==> config.mk <==
export PLATFORM = sky130hd
export DESIGN_NAME = stepper_pulse_parabolic_ramp
export DESIGN_NICKNAME = d
export VERILOG_FILES = /design/src/hdl/sppr_pkg.sv /design/src/hdl/sppr_ramp_calc.sv /design/src/hdl/stepper_pulse_parabolic_ramp.sv
export SDC_FILE = /design/constraint.sdc
export NUM_CORES = 1
export LEC_CHECK = 0
export BUFFER_PORTS_ARGS = -buffer_cell sky130_fd_sc_hd__buf_2
export CORE_UTILIZATION = 32
export CTS_BUF_LIST = sky130_fd_sc_hd__clkbuf_4 sky130_fd_sc_hd__clkbuf_8
export DETAILED_ROUTE_END_ITERATION = 8
export GPL_ROUTABILITY_DRIVEN = 0
export PLACE_DENSITY = 0.51
export SYNTH_ARGS = -nofsm -noshare
export SYNTH_HDL_FRONTEND = slang
export SYNTH_SLANG_ARGS = --single-unit
export TNS_END_PERCENT = 1
==> constraint.sdc <==
create_clock -name clk -period 9.8 [get_ports clk]
set_input_delay 1.96 -clock clk [delete_from_list [all_inputs] [get_ports clk]]
set_output_delay 1.96 -clock clk [all_outputs]
set_load 0.1 [all_outputs]
==> src/hdl/sppr_pkg.sv <==
`timescale 1ns / 1ps
// ----------------------------------------------------------------------------
// sppr_pkg
// Shared constants and types for the stepper pulse generator with a
// parabolic speed ramp.
// ----------------------------------------------------------------------------
package sppr_pkg;

  // Ramp shape
  localparam int unsigned RAMP_STEPS     = 1000;
  localparam int unsigned RAMP_DIVISIONS = 100;
  localparam int unsigned RAMP_IV        = RAMP_STEPS / RAMP_DIVISIONS;

  localparam longint unsigned RAMP_SQ      = longint'(RAMP_STEPS) * longint'(RAMP_STEPS);
  localparam longint unsigned RAMP_DIVISOR = 2 * RAMP_SQ;
  localparam int DVS_W = $clog2(RAMP_DIVISOR + 1);

  // Serial datapath sizes: d is 16 bits, base_delay 15 bits
  localparam int D_W   = 16;
  localparam int SQ_W  = 2 * D_W;
  localparam int BD_W  = 15;
  localparam int PR_W  = SQ_W + BD_W;
  localparam int NUM_W = PR_W + 2;
  localparam int CNT_W = $clog2(NUM_W);

  // Configuration register indexes
  localparam logic [1:0] REG_BASE_DELAY  = 2'd0;
  localparam logic [1:0] REG_PULSE_WIDTH = 2'd1;
  localparam logic [1:0] REG_DIR_X       = 2'd2;
  localparam logic [1:0] REG_DIR_Y       = 2'd3;

  localparam logic [BD_W-1:0] BASE_DELAY_RST  = 15'd90;
  localparam logic [7:0]      PULSE_WIDTH_RST = 8'd6;

  typedef enum logic [1:0] {
    PH_X_HIGH = 2'd0,
    PH_X_LOW  = 2'd1,
    PH_Y_HIGH = 2'd2,
    PH_Y_LOW  = 2'd3
  } phase_t;

endpackage

==> src/hdl/sppr_ramp_calc.sv <==
`timescale 1ns / 1ps
// ----------------------------------------------------------------------------
// sppr_ramp_calc
// Bit-serial ramp delay: base + round(base * d^2 / R^2), d = |R - progress|.
// Shift-add square, shift-add scale by base, restoring divide by 2*R^2.
// ----------------------------------------------------------------------------
module sppr_ramp_calc (
  input  logic                          clk,
  input  logic                          rst_n,
  input  logic                          start_i,
  input  logic [sppr_pkg::BD_W-1:0]     base_i,
  input  logic [15:0]                   prog_i,
  output logic                          done_o,
  output logic [15:0]                   delay_o
);

  typedef enum logic [1:0] {
    S_IDLE,
    S_SQ,
    S_MUL,
    S_DIV
  } state_t;

  state_t                         state_r;
  logic [sppr_pkg::CNT_W-1:0]     cnt_r;
  logic [sppr_pkg::D_W-1:0]       mc_r;
  logic [sppr_pkg::BD_W-1:0]      base_r;
  logic [sppr_pkg::SQ_W-1:0]      sq_r;
  logic [sppr_pkg::PR_W-1:0]      prod_r;
  logic [sppr_pkg::NUM_W-1:0]     dvd_r;
  logic [sppr_pkg::DVS_W-1:0]     rem_r;
  logic                           done_r;
  logic [15:0]                    delay_r;

  logic [15:0]                    rs;
  logic [sppr_pkg::D_W-1:0]       d;
  logic [sppr_pkg::D_W:0]         sq_sum;
  logic [sppr_pkg::SQ_W-1:0]      sq_nxt;
  logic [sppr_pkg::BD_W:0]        mul_sum;
  logic [sppr_pkg::PR_W-1:0]      prod_nxt;
  logic [sppr_pkg::DVS_W:0]       rem_sh;
  logic                           q_bit;
  logic [sppr_pkg::NUM_W-1:0]     dvd_nxt;

  always_comb begin
    rs = 16'(sppr_pkg::RAMP_STEPS);
    d  = (prog_i > rs) ? (prog_i - rs) : (rs - prog_i);

    // square: accumulate into the upper half, shift right one bit a cycle
    sq_sum = {1'b0, sq_r[sppr_pkg::SQ_W-1:sppr_pkg::D_W]}
           + (sq_r[0] ? {1'b0, mc_r} : '0);
    sq_nxt = {sq_sum, sq_r[sppr_pkg::D_W-1:1]};

    // scale by base, one multiplier bit of the square a cycle
    mul_sum  = {1'b0, prod_r[sppr_pkg::PR_W-1:sppr_pkg::SQ_W]}
             + (prod_r[0] ? {1'b0, base_r} : '0);
    prod_nxt = {mul_sum, prod_r[sppr_pkg::SQ_W-1:1]};

    // restoring divide, quotient bits shift in at the bottom
    rem_sh  = {rem_r, dvd_r[sppr_pkg::NUM_W-1]};
    q_bit   = (rem_sh >= (sppr_pkg::DVS_W+1)'(sppr_pkg::RAMP_DIVISOR));
    dvd_nxt = {dvd_r[sppr_pkg::NUM_W-2:0], q_bit};
  end

  always_ff @(posedge clk) begin
    if (!rst_n) begin
      state_r <= S_IDLE;
      cnt_r   <= '0;
      done_r  <= 1'b0;
    end else begin
      unique case (state_r)
        S_IDLE: begin
          done_r <= 1'b0;
          if (start_i) begin
            mc_r    <= d;
            base_r  <= base_i;
            sq_r    <= {{sppr_pkg::D_W{1'b0}}, d};
            cnt_r   <= '0;
            state_r <= S_SQ;
          end
        end
        S_SQ: begin
          sq_r <= sq_nxt;
          if (cnt_r == sppr_pkg::CNT_W'(sppr_pkg::D_W - 1)) begin
            prod_r  <= {{sppr_pkg::BD_W{1'b0}}, sq_nxt};
            cnt_r   <= '0;
            state_r <= S_MUL;
          end else begin
            cnt_r <= cnt_r + 1'b1;
          end
        end
        S_MUL: begin
          prod_r <= prod_nxt;
          if (cnt_r == sppr_pkg::CNT_W'(sppr_pkg::SQ_W - 1)) begin
            // numerator 2*base*d^2 + R^2 gives round-half-up on the divide
            dvd_r   <= {1'b0, prod_nxt, 1'b0} + sppr_pkg::NUM_W'(sppr_pkg::RAMP_SQ);
            rem_r   <= '0;
            cnt_r   <= '0;
            state_r <= S_DIV;
          end else begin
            cnt_r <= cnt_r + 1'b1;
          end
        end
        S_DIV: begin
          dvd_r  <= dvd_nxt;
          rem_r  <= q_bit ? sppr_pkg::DVS_W'(rem_sh - (sppr_pkg::DVS_W+1)'(sppr_pkg::RAMP_DIVISOR))
                          : rem_sh[sppr_pkg::DVS_W-1:0];
          if (cnt_r == sppr_pkg::CNT_W'(sppr_pkg::NUM_W - 1)) begin
            delay_r <= {1'b0, base_r} + dvd_nxt[15:0];
            done_r  <= 1'b1;
            cnt_r   <= '0;
            state_r <= S_IDLE;
          end else begin
            cnt_r <= cnt_r + 1'b1;
          end
        end
        default: begin
          done_r  <= 1'b0;
          state_r <= S_IDLE;
        end
      endcase
    end
  end

  assign done_o  = done_r;
  assign delay_o = delay_r;

endmodule

==> src/hdl/stepper_pulse_parabolic_ramp.sv <==
`timescale 1ns / 1ps
// ----------------------------------------------------------------------------
// stepper_pulse_parabolic_ramp
// Two-axis step pulse generator with a parabolic speed ramp.
// ----------------------------------------------------------------------------
// Usage:
//   Each input beat is one microsecond tick (in_tuser = 0) or a start
//   command (in_tuser = 1); in_tdata carries end_reached, limit_hit and
//   pause_request. Every input beat yields exactly one output beat with the
//   pin levels for that tick, the run flags, the pair count and the delay.
//   Configuration is a plain write port (cfg_we/cfg_idx/cfg_data); the user
//   must write it only while no beat is in flight, the block does not enforce it.
// Throughput:
//   An ordinary tick's output beat is registered and presented in the cycle
//   after it is accepted, and a new tick can be taken in that same cycle when
//   out_tready is high, so one beat per cycle. A tick that closes a pair on a
//   ramp update point runs the serial delay unit (square, scale, divide); its
//   output beat waits for that unit, with the input held off meanwhile.
// Reset:
//   Registers return to their defaults, no run active, no beat pending.
// Stall:
//   The output beat holds while out_tready is low; in_tready stays low
//   until the pending beat is taken.
// ----------------------------------------------------------------------------
module stepper_pulse_parabolic_ramp (
  input  logic        clk,
  input  logic        rst_n,

  input  logic        in_tvalid,
  output logic        in_tready,
  input  logic [7:0]  in_tdata,   // [0] end_reached, [1] limit_hit, [2] pause_request
  input  logic        in_tuser,   // [0] command

  output logic        out_tvalid,
  input  logic        out_tready,
  output logic [55:0] out_tdata,  // [0] pulse_x, [1] pulse_y, [2] dir_x, [3] dir_y,
                                  // [4] busy_res, [5] stopped_by_limit,
                                  // [37:6] steps_done, [53:38] current_delay

  input  logic        cfg_we,
  input  logic [1:0]  cfg_idx,
  input  logic [14:0] cfg_data
);

  // configuration
  logic [sppr_pkg::BD_W-1:0] base_r;
  logic [7:0]                pw_r;
  logic                      dir_x_r;
  logic                      dir_y_r;

  // run state
  sppr_pkg::phase_t phase_r, phase_nxt;
  logic [15:0]      timer_r, timer_nxt;
  logic [31:0]      steps_r, steps_nxt;
  logic [15:0]      delay_r, delay_nxt;
  logic [15:0]      nus_r, nus_nxt;
  logic [15:0]      prog_r, prog_nxt;
  logic             running_r, running_nxt;
  logic             limit_r, limit_nxt;
  logic             px_r, px_nxt;
  logic             py_r, py_nxt;
  logic             out_valid_r;
  logic             busy_r;
  logic             upd;

  logic             accept;
  logic             start, endr, lim, pause;
  logic             boundary, hi_phase;
  logic [15:0]      len;
  logic [15:0]      tmr_inc;
  logic [31:0]      steps_inc;

  logic             calc_done;
  logic [15:0]      calc_delay;

  assign in_tready = !busy_r && (!out_valid_r || out_tready);
  assign accept    = in_tvalid && in_tready;

  assign start = in_tuser;
  assign endr  = in_tdata[0];
  assign lim   = in_tdata[1];
  assign pause = in_tdata[2];

  always_comb begin
    phase_nxt   = phase_r;
    timer_nxt   = timer_r;
    steps_nxt   = steps_r;
    delay_nxt   = delay_r;
    nus_nxt     = nus_r;
    prog_nxt    = prog_r;
    running_nxt = running_r;
    limit_nxt   = limit_r;
    px_nxt      = 1'b0;
    py_nxt      = 1'b0;
    upd         = 1'b0;

    boundary  = (phase_r == sppr_pkg::PH_X_HIGH) && (timer_r == 16'd0);
    hi_phase  = (phase_r == sppr_pkg::PH_X_HIGH) || (phase_r == sppr_pkg::PH_Y_HIGH);
    len       = hi_phase ? {8'd0, pw_r} : delay_r;
    if (len == 16'd0) begin
      len = 16'd1;
    end
    tmr_inc   = timer_r + 16'd1;
    steps_inc = (steps_r == 32'hFFFF_FFFF) ? steps_r : steps_r + 32'd1;

    if (start) begin
      running_nxt = 1'b1;
      limit_nxt   = 1'b0;
      steps_nxt   = '0;
      prog_nxt    = '0;
      delay_nxt   = {base_r, 1'b0};
      nus_nxt     = 16'(sppr_pkg::RAMP_IV - 1);
      phase_nxt   = sppr_pkg::PH_X_HIGH;
      timer_nxt   = '0;
    end else if (running_r) begin
      if (boundary && (endr || lim)) begin
        running_nxt = 1'b0;
        if (lim) begin
          limit_nxt = 1'b1;
        end
      end else if (pause) begin
        // a pin mid high phase stays high
        px_nxt = (phase_r == sppr_pkg::PH_X_HIGH) && (timer_r != 16'd0);
        py_nxt = (phase_r == sppr_pkg::PH_Y_HIGH) && (timer_r != 16'd0);
      end else begin
        px_nxt = (phase_r == sppr_pkg::PH_X_HIGH);
        py_nxt = (phase_r == sppr_pkg::PH_Y_HIGH);
        if (tmr_inc >= len) begin
          timer_nxt = '0;
          if (phase_r == sppr_pkg::PH_Y_LOW) begin
            phase_nxt = sppr_pkg::PH_X_HIGH;
            steps_nxt = steps_inc;
            if ((steps_inc == {16'd0, nus_r}) &&
                (steps_inc <= 32'(sppr_pkg::RAMP_STEPS))) begin
              nus_nxt  = nus_r + 16'(sppr_pkg::RAMP_IV);
              prog_nxt = prog_r + 16'(sppr_pkg::RAMP_IV);
              upd      = 1'b1;
            end
          end else begin
            phase_nxt = sppr_pkg::phase_t'(phase_r + 2'd1);
          end
        end else begin
          timer_nxt = tmr_inc;
        end
      end
    end
  end

  sppr_ramp_calc u_ramp (
    .clk     (clk),
    .rst_n   (rst_n),
    .start_i (accept && upd),
    .base_i  (base_r),
    .prog_i  (prog_nxt),
    .done_o  (calc_done),
    .delay_o (calc_delay)
  );

  always_ff @(posedge clk) begin
    if (!rst_n) begin
      base_r  <= sppr_pkg::BASE_DELAY_RST;
      pw_r    <= sppr_pkg::PULSE_WIDTH_RST;
      dir_x_r <= 1'b0;
      dir_y_r <= 1'b0;
    end else if (cfg_we) begin
      unique case (cfg_idx)
        sppr_pkg::REG_BASE_DELAY:  base_r  <= cfg_data;
        sppr_pkg::REG_PULSE_WIDTH: pw_r    <= cfg_data[7:0];
        sppr_pkg::REG_DIR_X:       dir_x_r <= cfg_data[0];
        sppr_pkg::REG_DIR_Y:       dir_y_r <= cfg_data[0];
        default: ;
      endcase
    end
  end

  always_ff @(posedge clk) begin
    if (!rst_n) begin
      phase_r     <= sppr_pkg::PH_X_HIGH;
      timer_r     <= '0;
      steps_r     <= '0;
      delay_r     <= '0;
      nus_r       <= '0;
      prog_r      <= '0;
      running_r   <= 1'b0;
      limit_r     <= 1'b0;
      px_r        <= 1'b0;
      py_r        <= 1'b0;
      out_valid_r <= 1'b0;
      busy_r      <= 1'b0;
    end else if (accept) begin
      phase_r     <= phase_nxt;
      timer_r     <= timer_nxt;
      steps_r     <= steps_nxt;
      delay_r     <= delay_nxt;
      nus_r       <= nus_nxt;
      prog_r      <= prog_nxt;
      running_r   <= running_nxt;
      limit_r     <= limit_nxt;
      px_r        <= px_nxt;
      py_r        <= py_nxt;
      // beat waits for the new delay when a ramp update is due
      out_valid_r <= !upd;
      busy_r      <= upd;
    end else if (busy_r) begin
      if (calc_done) begin
        delay_r     <= calc_delay;
        busy_r      <= 1'b0;
        out_valid_r <= 1'b1;
      end
    end else if (out_tready) begin
      out_valid_r <= 1'b0;
    end
  end

  assign out_tvalid = out_valid_r;
  assign out_tdata  = {2'b00, delay_r, steps_r, limit_r, running_r,
                       dir_y_r, dir_x_r, py_r, px_r};

endmodule

Word-level counts from Yosys, hierarchy flattened
Cells that the tools add are included.

word-level totals
  flip-flop bits (word level) = 334
  bits in latches = 0
  memory bits (writable) = 0
  memory bits (read-only) = 0
  input port bits = 31
  logic and storage cells = 206
  memories kept = 0

cells by class
  $add $sub $neg = 13
  multiply operators = 0
  divide/modulo/power cells = 0
  magnitude comparators = 4
  equality and inequality tests = 21
  shift operators = 0
  mux-type cells = 91
  bitwise logic cells = 0
  reduce and logical (&&, ||, !) cells = 51

operator list
  operator                                                             count
  two-way mux 16 bit                                                   27
  two-way mux 32 bit                                                   8
  one-hot mux 49 bit (2 select lines)                                  1
  one-hot mux 47 bit (2 select lines)                                  1
  one-hot mux 32 bit (2 select lines)                                  1
  adder 48 x 20 -> 49 bit, second input constant                       1
  two-way mux 49 bit                                                   1
  two-way mux 47 bit                                                   1
  two-way mux 21 bit                                                   2
  one-hot mux 21 bit (2 select lines)                                  1
  adder 15 x 16 -> 16 bit                                              2
  adder 16 x 4 -> 16 bit, second input constant                        2
  adder 32 x 1 -> 32 bit, second input constant                        1
  == test 32 x 16 -> 1 bit                                             1
  == test 32 bit, second input constant                                1
  less-or-equal comparator 32 x 10 -> 1 bit, second input constant     1
  zero test 16 bit                                                     2
  two-way mux 1 bit                                                    30
  two-way mux 6 bit                                                    4
  one-hot mux 6 bit (4 select lines)                                   1
  nonzero test 2 bit                                                   12
  greater-or-equal comparator 22 x 21 -> 1 bit, second input constant  1
  subtractor 21 bit, second input constant                             1
  two-way mux 2 bit                                                    10
  other kinds (31)                                                     67

Depth between registers and ports, before layout
  depth after elaboration = 15
  mapped depth = 30
  mapped depth without buffers = 26

Cells and area by module
A second synthesis with hierarchy kept.

unflattened totals
  cells, all modules = 2163
  area, all modules = 19992.9 um^2

modules (own cells, without submodules)
  module                        instances  cells an instance  area an instance (um^2)  sequential area each (um^2)
  sppr_ramp_calc                1          1034               11484.8                  6065.8
  stepper_pulse_parabolic_ramp  1          1129               8508.2                   2582.5

Worst setup path before layout
Ideal clock, no wire load.

  path kind = input -> register
  start point = input port rst_n
  end point = register u_ramp.dvd_r[0] in the netlist's numbering, enable pin
  library setup time = 0.605 ns
  arrival time = 7.553 ns
  required time = 9.195 ns
  setup slack = 1.641 ns
  cell stages on the path = 3
  path buffers = 2
  path through = clkbuf_1 clkbuf_1 a21boi_0

between the ends
  word-level cells in the longest chain between the ends = 1

ends and longest elaborated chain
  element                               RTL line                            RTL
  from (decl)                           stepper_pulse_parabolic_ramp.sv:27  input logic rst_n,
  AND reduction 3 bit (no source line)  --
  to (signal assigned)                  sppr_ramp_calc.sv:96                dvd_r <= {1'b0, prod_nxt, 1'b0} + sppr_pkg::NUM_W'(sppr_pkg::RAMP_SQ);
  to (signal assigned)                  sppr_ramp_calc.sv:105               dvd_r <= dvd_nxt;
  to (decl)                             sppr_ramp_calc.sv:30                logic [sppr_pkg::NUM_W-1:0] dvd_r;

Every way passes these cells.
A chain may end at the register's enable or synchronous reset.

Worst setup path in the final report
  start point = register steps_r[0]
  end point = register u_ramp.sq_r[13] in the netlist's numbering (data pin)

between the ends
  word-level cells in the longest chain between the ends = 15

ends and longest elaborated chain
  element                                                                                RTL line                                                                  RTL
  from (decl)                                                                            stepper_pulse_parabolic_ramp.sv:54                                        logic [31:0] steps_r, steps_nxt;
  from (signal assigned)                                                                 stepper_pulse_parabolic_ramp.sv:193                                       steps_r <= steps_nxt;
  adder 32 x 1 -> 32 bit or == test 32 bit (tied branches)                               stepper_pulse_parabolic_ramp.sv:104                                       steps_inc = (steps_r == 32'hFFFF_FFFF) ? steps_r : steps_r + 32'd1;
  two-way mux 32 bit (*)                                                                 stepper_pulse_parabolic_ramp.sv:104
  less-or-equal comparator 32 x 10 -> 1 bit or == test 32 x 16 -> 1 bit (tied branches)  stepper_pulse_parabolic_ramp.sv:134, stepper_pulse_parabolic_ramp.sv:133
  logical AND 1 bit (*)                                                                  stepper_pulse_parabolic_ramp.sv:133                                       if ((steps_inc == {16'd0, nus_r}) &&
  two-way mux 16 bit (*)                                                                 stepper_pulse_parabolic_ramp.sv:133
  two-way mux 16 bit (*)                                                                 stepper_pulse_parabolic_ramp.sv:130                                       if (phase_r == sppr_pkg::PH_Y_LOW) begin
  two-way mux 16 bit (*)                                                                 stepper_pulse_parabolic_ramp.sv:128                                       if (tmr_inc >= len) begin
  two-way mux 16 bit (*)                                                                 stepper_pulse_parabolic_ramp.sv:121                                       end else if (pause) begin
  two-way mux 16 bit (*)                                                                 stepper_pulse_parabolic_ramp.sv:116                                       if (boundary && (endr || lim)) begin
  two-way mux 16 bit (*)                                                                 stepper_pulse_parabolic_ramp.sv:115                                       end else if (running_r) begin
  two-way mux 16 bit (*)                                                                 stepper_pulse_parabolic_ramp.sv:106                                       if (start) begin
  subtractor 10 x 16 -> 16 bit (tied with other cells)                                   sppr_ramp_calc.sv:47                                                      d = (prog_i > rs) ? (prog_i - rs) : (rs - prog_i);
  two-way mux 16 bit (*)                                                                 sppr_ramp_calc.sv:47
  net u_ramp.d (one bit)                                                                 sppr_ramp_calc.sv:36                                                      logic [sppr_pkg::D_W-1:0] d;
  two-way mux 32 bit (*)                                                                 sppr_ramp_calc.sv:74                                                      if (start_i) begin
  one-hot mux 32 bit (2 select lines) (*)                                                sppr_ramp_calc.sv:71                                                      unique case (state_r)
  to (signal assigned)                                                                   sppr_ramp_calc.sv:77                                                      sq_r <= {{sppr_pkg::D_W{1'b0}}, d};
  to (signal assigned)                                                                   sppr_ramp_calc.sv:83                                                      sq_r <= sq_nxt;
  to (decl)                                                                              sppr_ramp_calc.sv:28                                                      logic [sppr_pkg::SQ_W-1:0] sq_r;

The timed path passes the listed nets; every way through them passes the cells marked *. The select of a mux whose other input is x is not followed.

==> Implementation_results.wiki <==
{| class="wikitable"
! Metric !! Value
|-
| Clock period minus final worst setup slack || 7.45 ns
|-
| Launching element type of the critical path || flop
|-
| Wire length after detailed routing || 51.8 mm
|-
| Termination of the worst setup path || u_ramp.sq_r[13]$_DFFE_PP_
|-
| Pwr dens || between 100 and 150 nW/µm²
|-
| DR WL/cell || 16.7 µm
|-
| Worst endpoint data arrival time || about 7.9 ns
|-
| Global-route met2 utilization || between 20% and 30%
|-
| Antenna-violating nets left || 0
|-
| Flop2flop setup slack || approximately 2.4 ns
|-
| Pin count of the biggest net entering global routing || 86
|-
| Total number of yosys warnings || 0
|-
| Top area cells in the synthesized netlist || edfxtp_1 (29%), dfxtp_1 (14%), nand2_1 (5.2%)
|-
| Top cells by instance count after synthesis || nand2_1 (274), edfxtp_1 (196), o21ai_0 (175), dfxtp_1 (138), nor2_1 (138)
|-
| Slew at the pin closest to its max-slew limit || 1.02 ns
|-
| Critical path's slowest cell || or4_1
|-
| Hold Path Stages || 0
|-
| Number of antenna repair diodes || 0
|-
| Dominant combinational cell family by area after synthesis || simple AND/OR/NAND/NOR gates
|-
| Worst reg2reg path endpoint || u_ramp.sq_r[13]$_DFFE_PP_
|-
| Parity-gate share of the synthesized area counting xor and xnor cells || 6.54%
|-
| Final Hold Vio Count || 0
|-
| Final Cycle Share || 76.0%
|-
| Leakage Power || about 8.3 nW
|-
| Detailed-router iteration count before antenna repair || 5
|-
| CTS hold repair buffers || 0
|-
| Core region area || 61,700 µm²
|-
| Number of port buffers || 81
|-
| Floorplan row count || 91
|-
| CTS root buffer || clkbuf_8
|-
| Vias after detailed routing || 15,700
|-
| Post-synth EDFFs || 196
|-
| Synth Register Bits || 334
|-
| Ports || 89
|-
| Worst reg2reg startpoint || steps_r[0]$_SDFFE_PN0P_
|-
| Sequential element share of the synthesized area || 43.3%
|-
| Count of cells along the worst register-to-register path || 18
|-
| VDD IR max || 0.104 mV
|-
| Sort of element at the end of the critical path || flop
|-
| Most common cell in the synthesized netlist || nand2_1
|-
| Global-route met3 utilization || about 3.2%
|-
| Highest net fanout along the worst path || 29
|-
| All-layer global routing usage || 16.2%
|-
| Top_reg_cell synth || edfxtp_1
|-
| Total power after layout || 3.00 mW
|-
| Die outline height || 252 µm
|-
| Status || finished, final reports clean
|-
| Synth-to-layout area growth || 11.8%
|-
| Initial Util || 32.3%
|-
| Clock tree from TritonCTS || done
|-
| Global-route congestion overflow total || 0
|-
| Setup clock skew after layout || 0.0336 ns
|-
| Mean cell area of the mapped netlist || 9.20 µm²
|-
| Top cell type by total area after synthesis || edfxtp_1
|-
| Final core utilization || 36.2%
|-
| Worst hold slack across all endpoints || 0.469 ns
|-
| Number of instances in the synthesized netlist || 2,169
|-
| Global routing met1 resource utilization || between 20% and 30%
|-
| Total count of max-transition violations in the final report || 0
|-
| Critical Path Max Stage Delay || between 0.9 and 1 ns
|-
| Final number of setup-violating endpoints || 0
|-
| Post-synthesis cell type count || 83
|-
| Path type of the worst min-delay path || flop to flop
|-
| Global routing's busiest layer || met2
|-
| Share of flip-flops with an asynchronous set or reset after synthesis || 0%
|-
| Total Die Area || 63,400 µm²
|-
| Fraction of synthesized area in multiplexers || under 10%
|-
| Cell seen most often among critical-path stages || ha_1
|-
| Ratio of routed vias to standard cells || just over 5
|-
| Setup TNS || 0 ns
|-
| Compound-Gate Fraction of Synth Area || 15.0%
|-
| Area fraction of the dominant cell type after synthesis || 29.5%
|-
| CTS H-Tree Depth || 2
|-
| Die span in x || 252 µm
|-
| Longest Clk Path Bufs || 3
|-
| Wire length of the first global-routing pass || 82.7 mm
|-
| Critical path class || flop to flop
|-
| Fraction of final layout cells sized beyond drive strength 1 || between 10% and 20%
|-
| Half-perimeter wire length of the detailed placement result || 36.4 mm
|-
| Total of max-cap violations || 0
|-
| Final nets || 2,326
|-
| Fraction of the mapped netlist area in adder cells || 5.38%
|-
| Initial antenna violation count || 0
|-
| Max Clock Freq || about 130 MHz
|-
| Data required time of the worst path || ~10 ns
|-
| Setup Fix Bufs, Post-CTS || 0
|-
| Post-cts repair resize count || 0
|-
| Drc violations || 0
|-
| Clock transition at the registers of the reported paths || 0.06 ns
|-
| Cell-by-cell listing of the critical path || ha_1 -> nand4_2 -> or4_1 -> a2111oi_0 -> xnor2_1 -> and4_1 -> o31ai_1 -> or4_4 -> or3_1 -> a21oi_1 -> inv_1 -> ha_1 -> a2111oi_2 -> or4bb_1 -> and2_1 -> mux2i_1 -> xor2_1 -> mux2_2
|-
| Post-synthesis instance area || 20,000 µm²
|-
| Synthesized-area fraction occupied by and/or/nand/nor cells || 21.7%
|-
| CP Launch Point || steps_r[0]$_SDFFE_PN0P_
|-
| Max transition margin || 30.2%
|-
| Via count of the first global-routing pass || 15,100
|-
| Clock insertion delay at the later pin of the skew report || 0.68 ns
|-
| Iter 0 DRT Violations || 992
|-
| Setup repair after global routing missed its margin || false
|-
| Sink count of the clock tree || 334
|-
| Cts bufs inserted || 60
|}
[kinds of logic (layout without fill, tap and decap cells)]
logic type | Yosys count | in the layout
multiplexers | 75 | 75
AND/OR/NAND/NOR | 857 | 857
buffers and inverters | 198 | 289
XOR/XNOR | 149 | 149
AO/OA/AOI/OAI | 471 | 471
other | 1 | 2
flip-flops | 334 | 334
adder cells (fa/ha/maj) | 84 | 84
[flip-flops by register name, summed over array words and instances, names as in the netlist, 2 cells and up]
signal / flops
u_ramp.dvd_r: 49
u_ramp.prod_r: 47
steps_r: 32
u_ramp.sq_r: 32
u_ramp.rem_r: 21
delay_r: 16
nus_r: 16
prog_r: 16
timer_r: 16
u_ramp.delay_o: 16
u_ramp.mc_r: 16
base_r: 15
u_ramp.base_r: 15
pw_r: 8
u_ramp.cnt_r: 6
phase_r: 2
u_ramp.state_r: 2
[layout by cell type (no fill, tap or decap), types with 15 or more instances in the layout]
cell type and count:
nand4_1 30, mux2i_1 28, clkbuf_4 25, nand3_1 76, a31oi_1 18, o211a_1 17, nor2b_1 47, clkbuf_8 65
nand2b_1 21, buf_2 80, mux2_2 46, and3_1 28, nor4_1 15, inv_1 75, o21ai_0 175, ha_1 79
nand2_1 274, and2_1 107, xor2_1 63, dfxtp_1 138, nor3_1 35, buf_4 21, nor2_1 138, or3_1 26
a21boi_0 50, edfxtp_1 196, xnor2_1 86, a21oi_1 88
[area by class of cell]
type,count,area [µm²]
Fill cell,6372,39400
Multi-Input combinational cell,1638,10500
Sequential cell,334,8650
Clock buffer,90,1080
Tap cell,837,1050
Timing Repair Buffer,101,558
Inverter,76,285
Clock inverter,22,153
[through the flow]
stage,setup WS (ns),instance area [µm²],std cells
2_1_floorplan,1.64,20000,2170
3_3_place_gp,2.58,21100,2986
3_5_place_dp,2.41,21100,2986
4_1_cts,2.39,22300,3098
5_1_grt,1.88,22300,3098
6_report,2.35,22300,3098
[layer usage]
layer / wire length, µm / share of wire [%]
met5: 0 / 0
met4: 1300 / 2.5
met3: 2540 / 4.9
met2: 23300 / 45
met1: 24700 / 48
[worst min path at each step]
| stage | slack (ns) | end | start |
|---|---|---|---|
| 4_1_cts | 0.48 | u_ramp.base_r[6]$_DFFE_PP_ | base_r[6]$_SDFFE_PN1P_ |
| 2_1_floorplan | 0.43 | u_ramp.base_r[0]$_DFFE_PP_ | base_r[0]$_SDFFE_PN0P_ |
| 3_5_place_dp | 0.46 | u_ramp.base_r[6]$_DFFE_PP_ | base_r[6]$_SDFFE_PN1P_ |
| 6_report | 0.47 | u_ramp.base_r[6]$_DFFE_PP_ | base_r[6]$_SDFFE_PN1P_ |
| 5_1_grt | 0.49 | u_ramp.base_r[11]$_DFFE_PP_ | base_r[11]$_SDFFE_PN0P_ |
| 3_3_place_gp | 0.45 | u_ramp.base_r[6]$_DFFE_PP_ | base_r[6]$_SDFFE_PN1P_ |
[power by group]
group | internal, mW | total [mW] | switching (mW)
Combinational | 0.0321 | 0.138 | 0.106
Clock | 0.756 | 1.37 | 0.616
Sequential | 1.48 | 1.49 | 0.0126
[critical path, delay by kind of cell, from the launching register on]
| family | cells | cell delay (ns) |
|---|---|---|
| compound gates | 4 | 1.83 |
| buf+inv | 1 | 0.13 |
| mux | 2 | 0.46 |
| flops | 1 | 0.54 |
| xor+xnor | 2 | 0.37 |
| simple gates | 7 | 3.13 |
| fa+ha+maj | 2 | 0.72 |
Power figures use the tool's default switching activity.
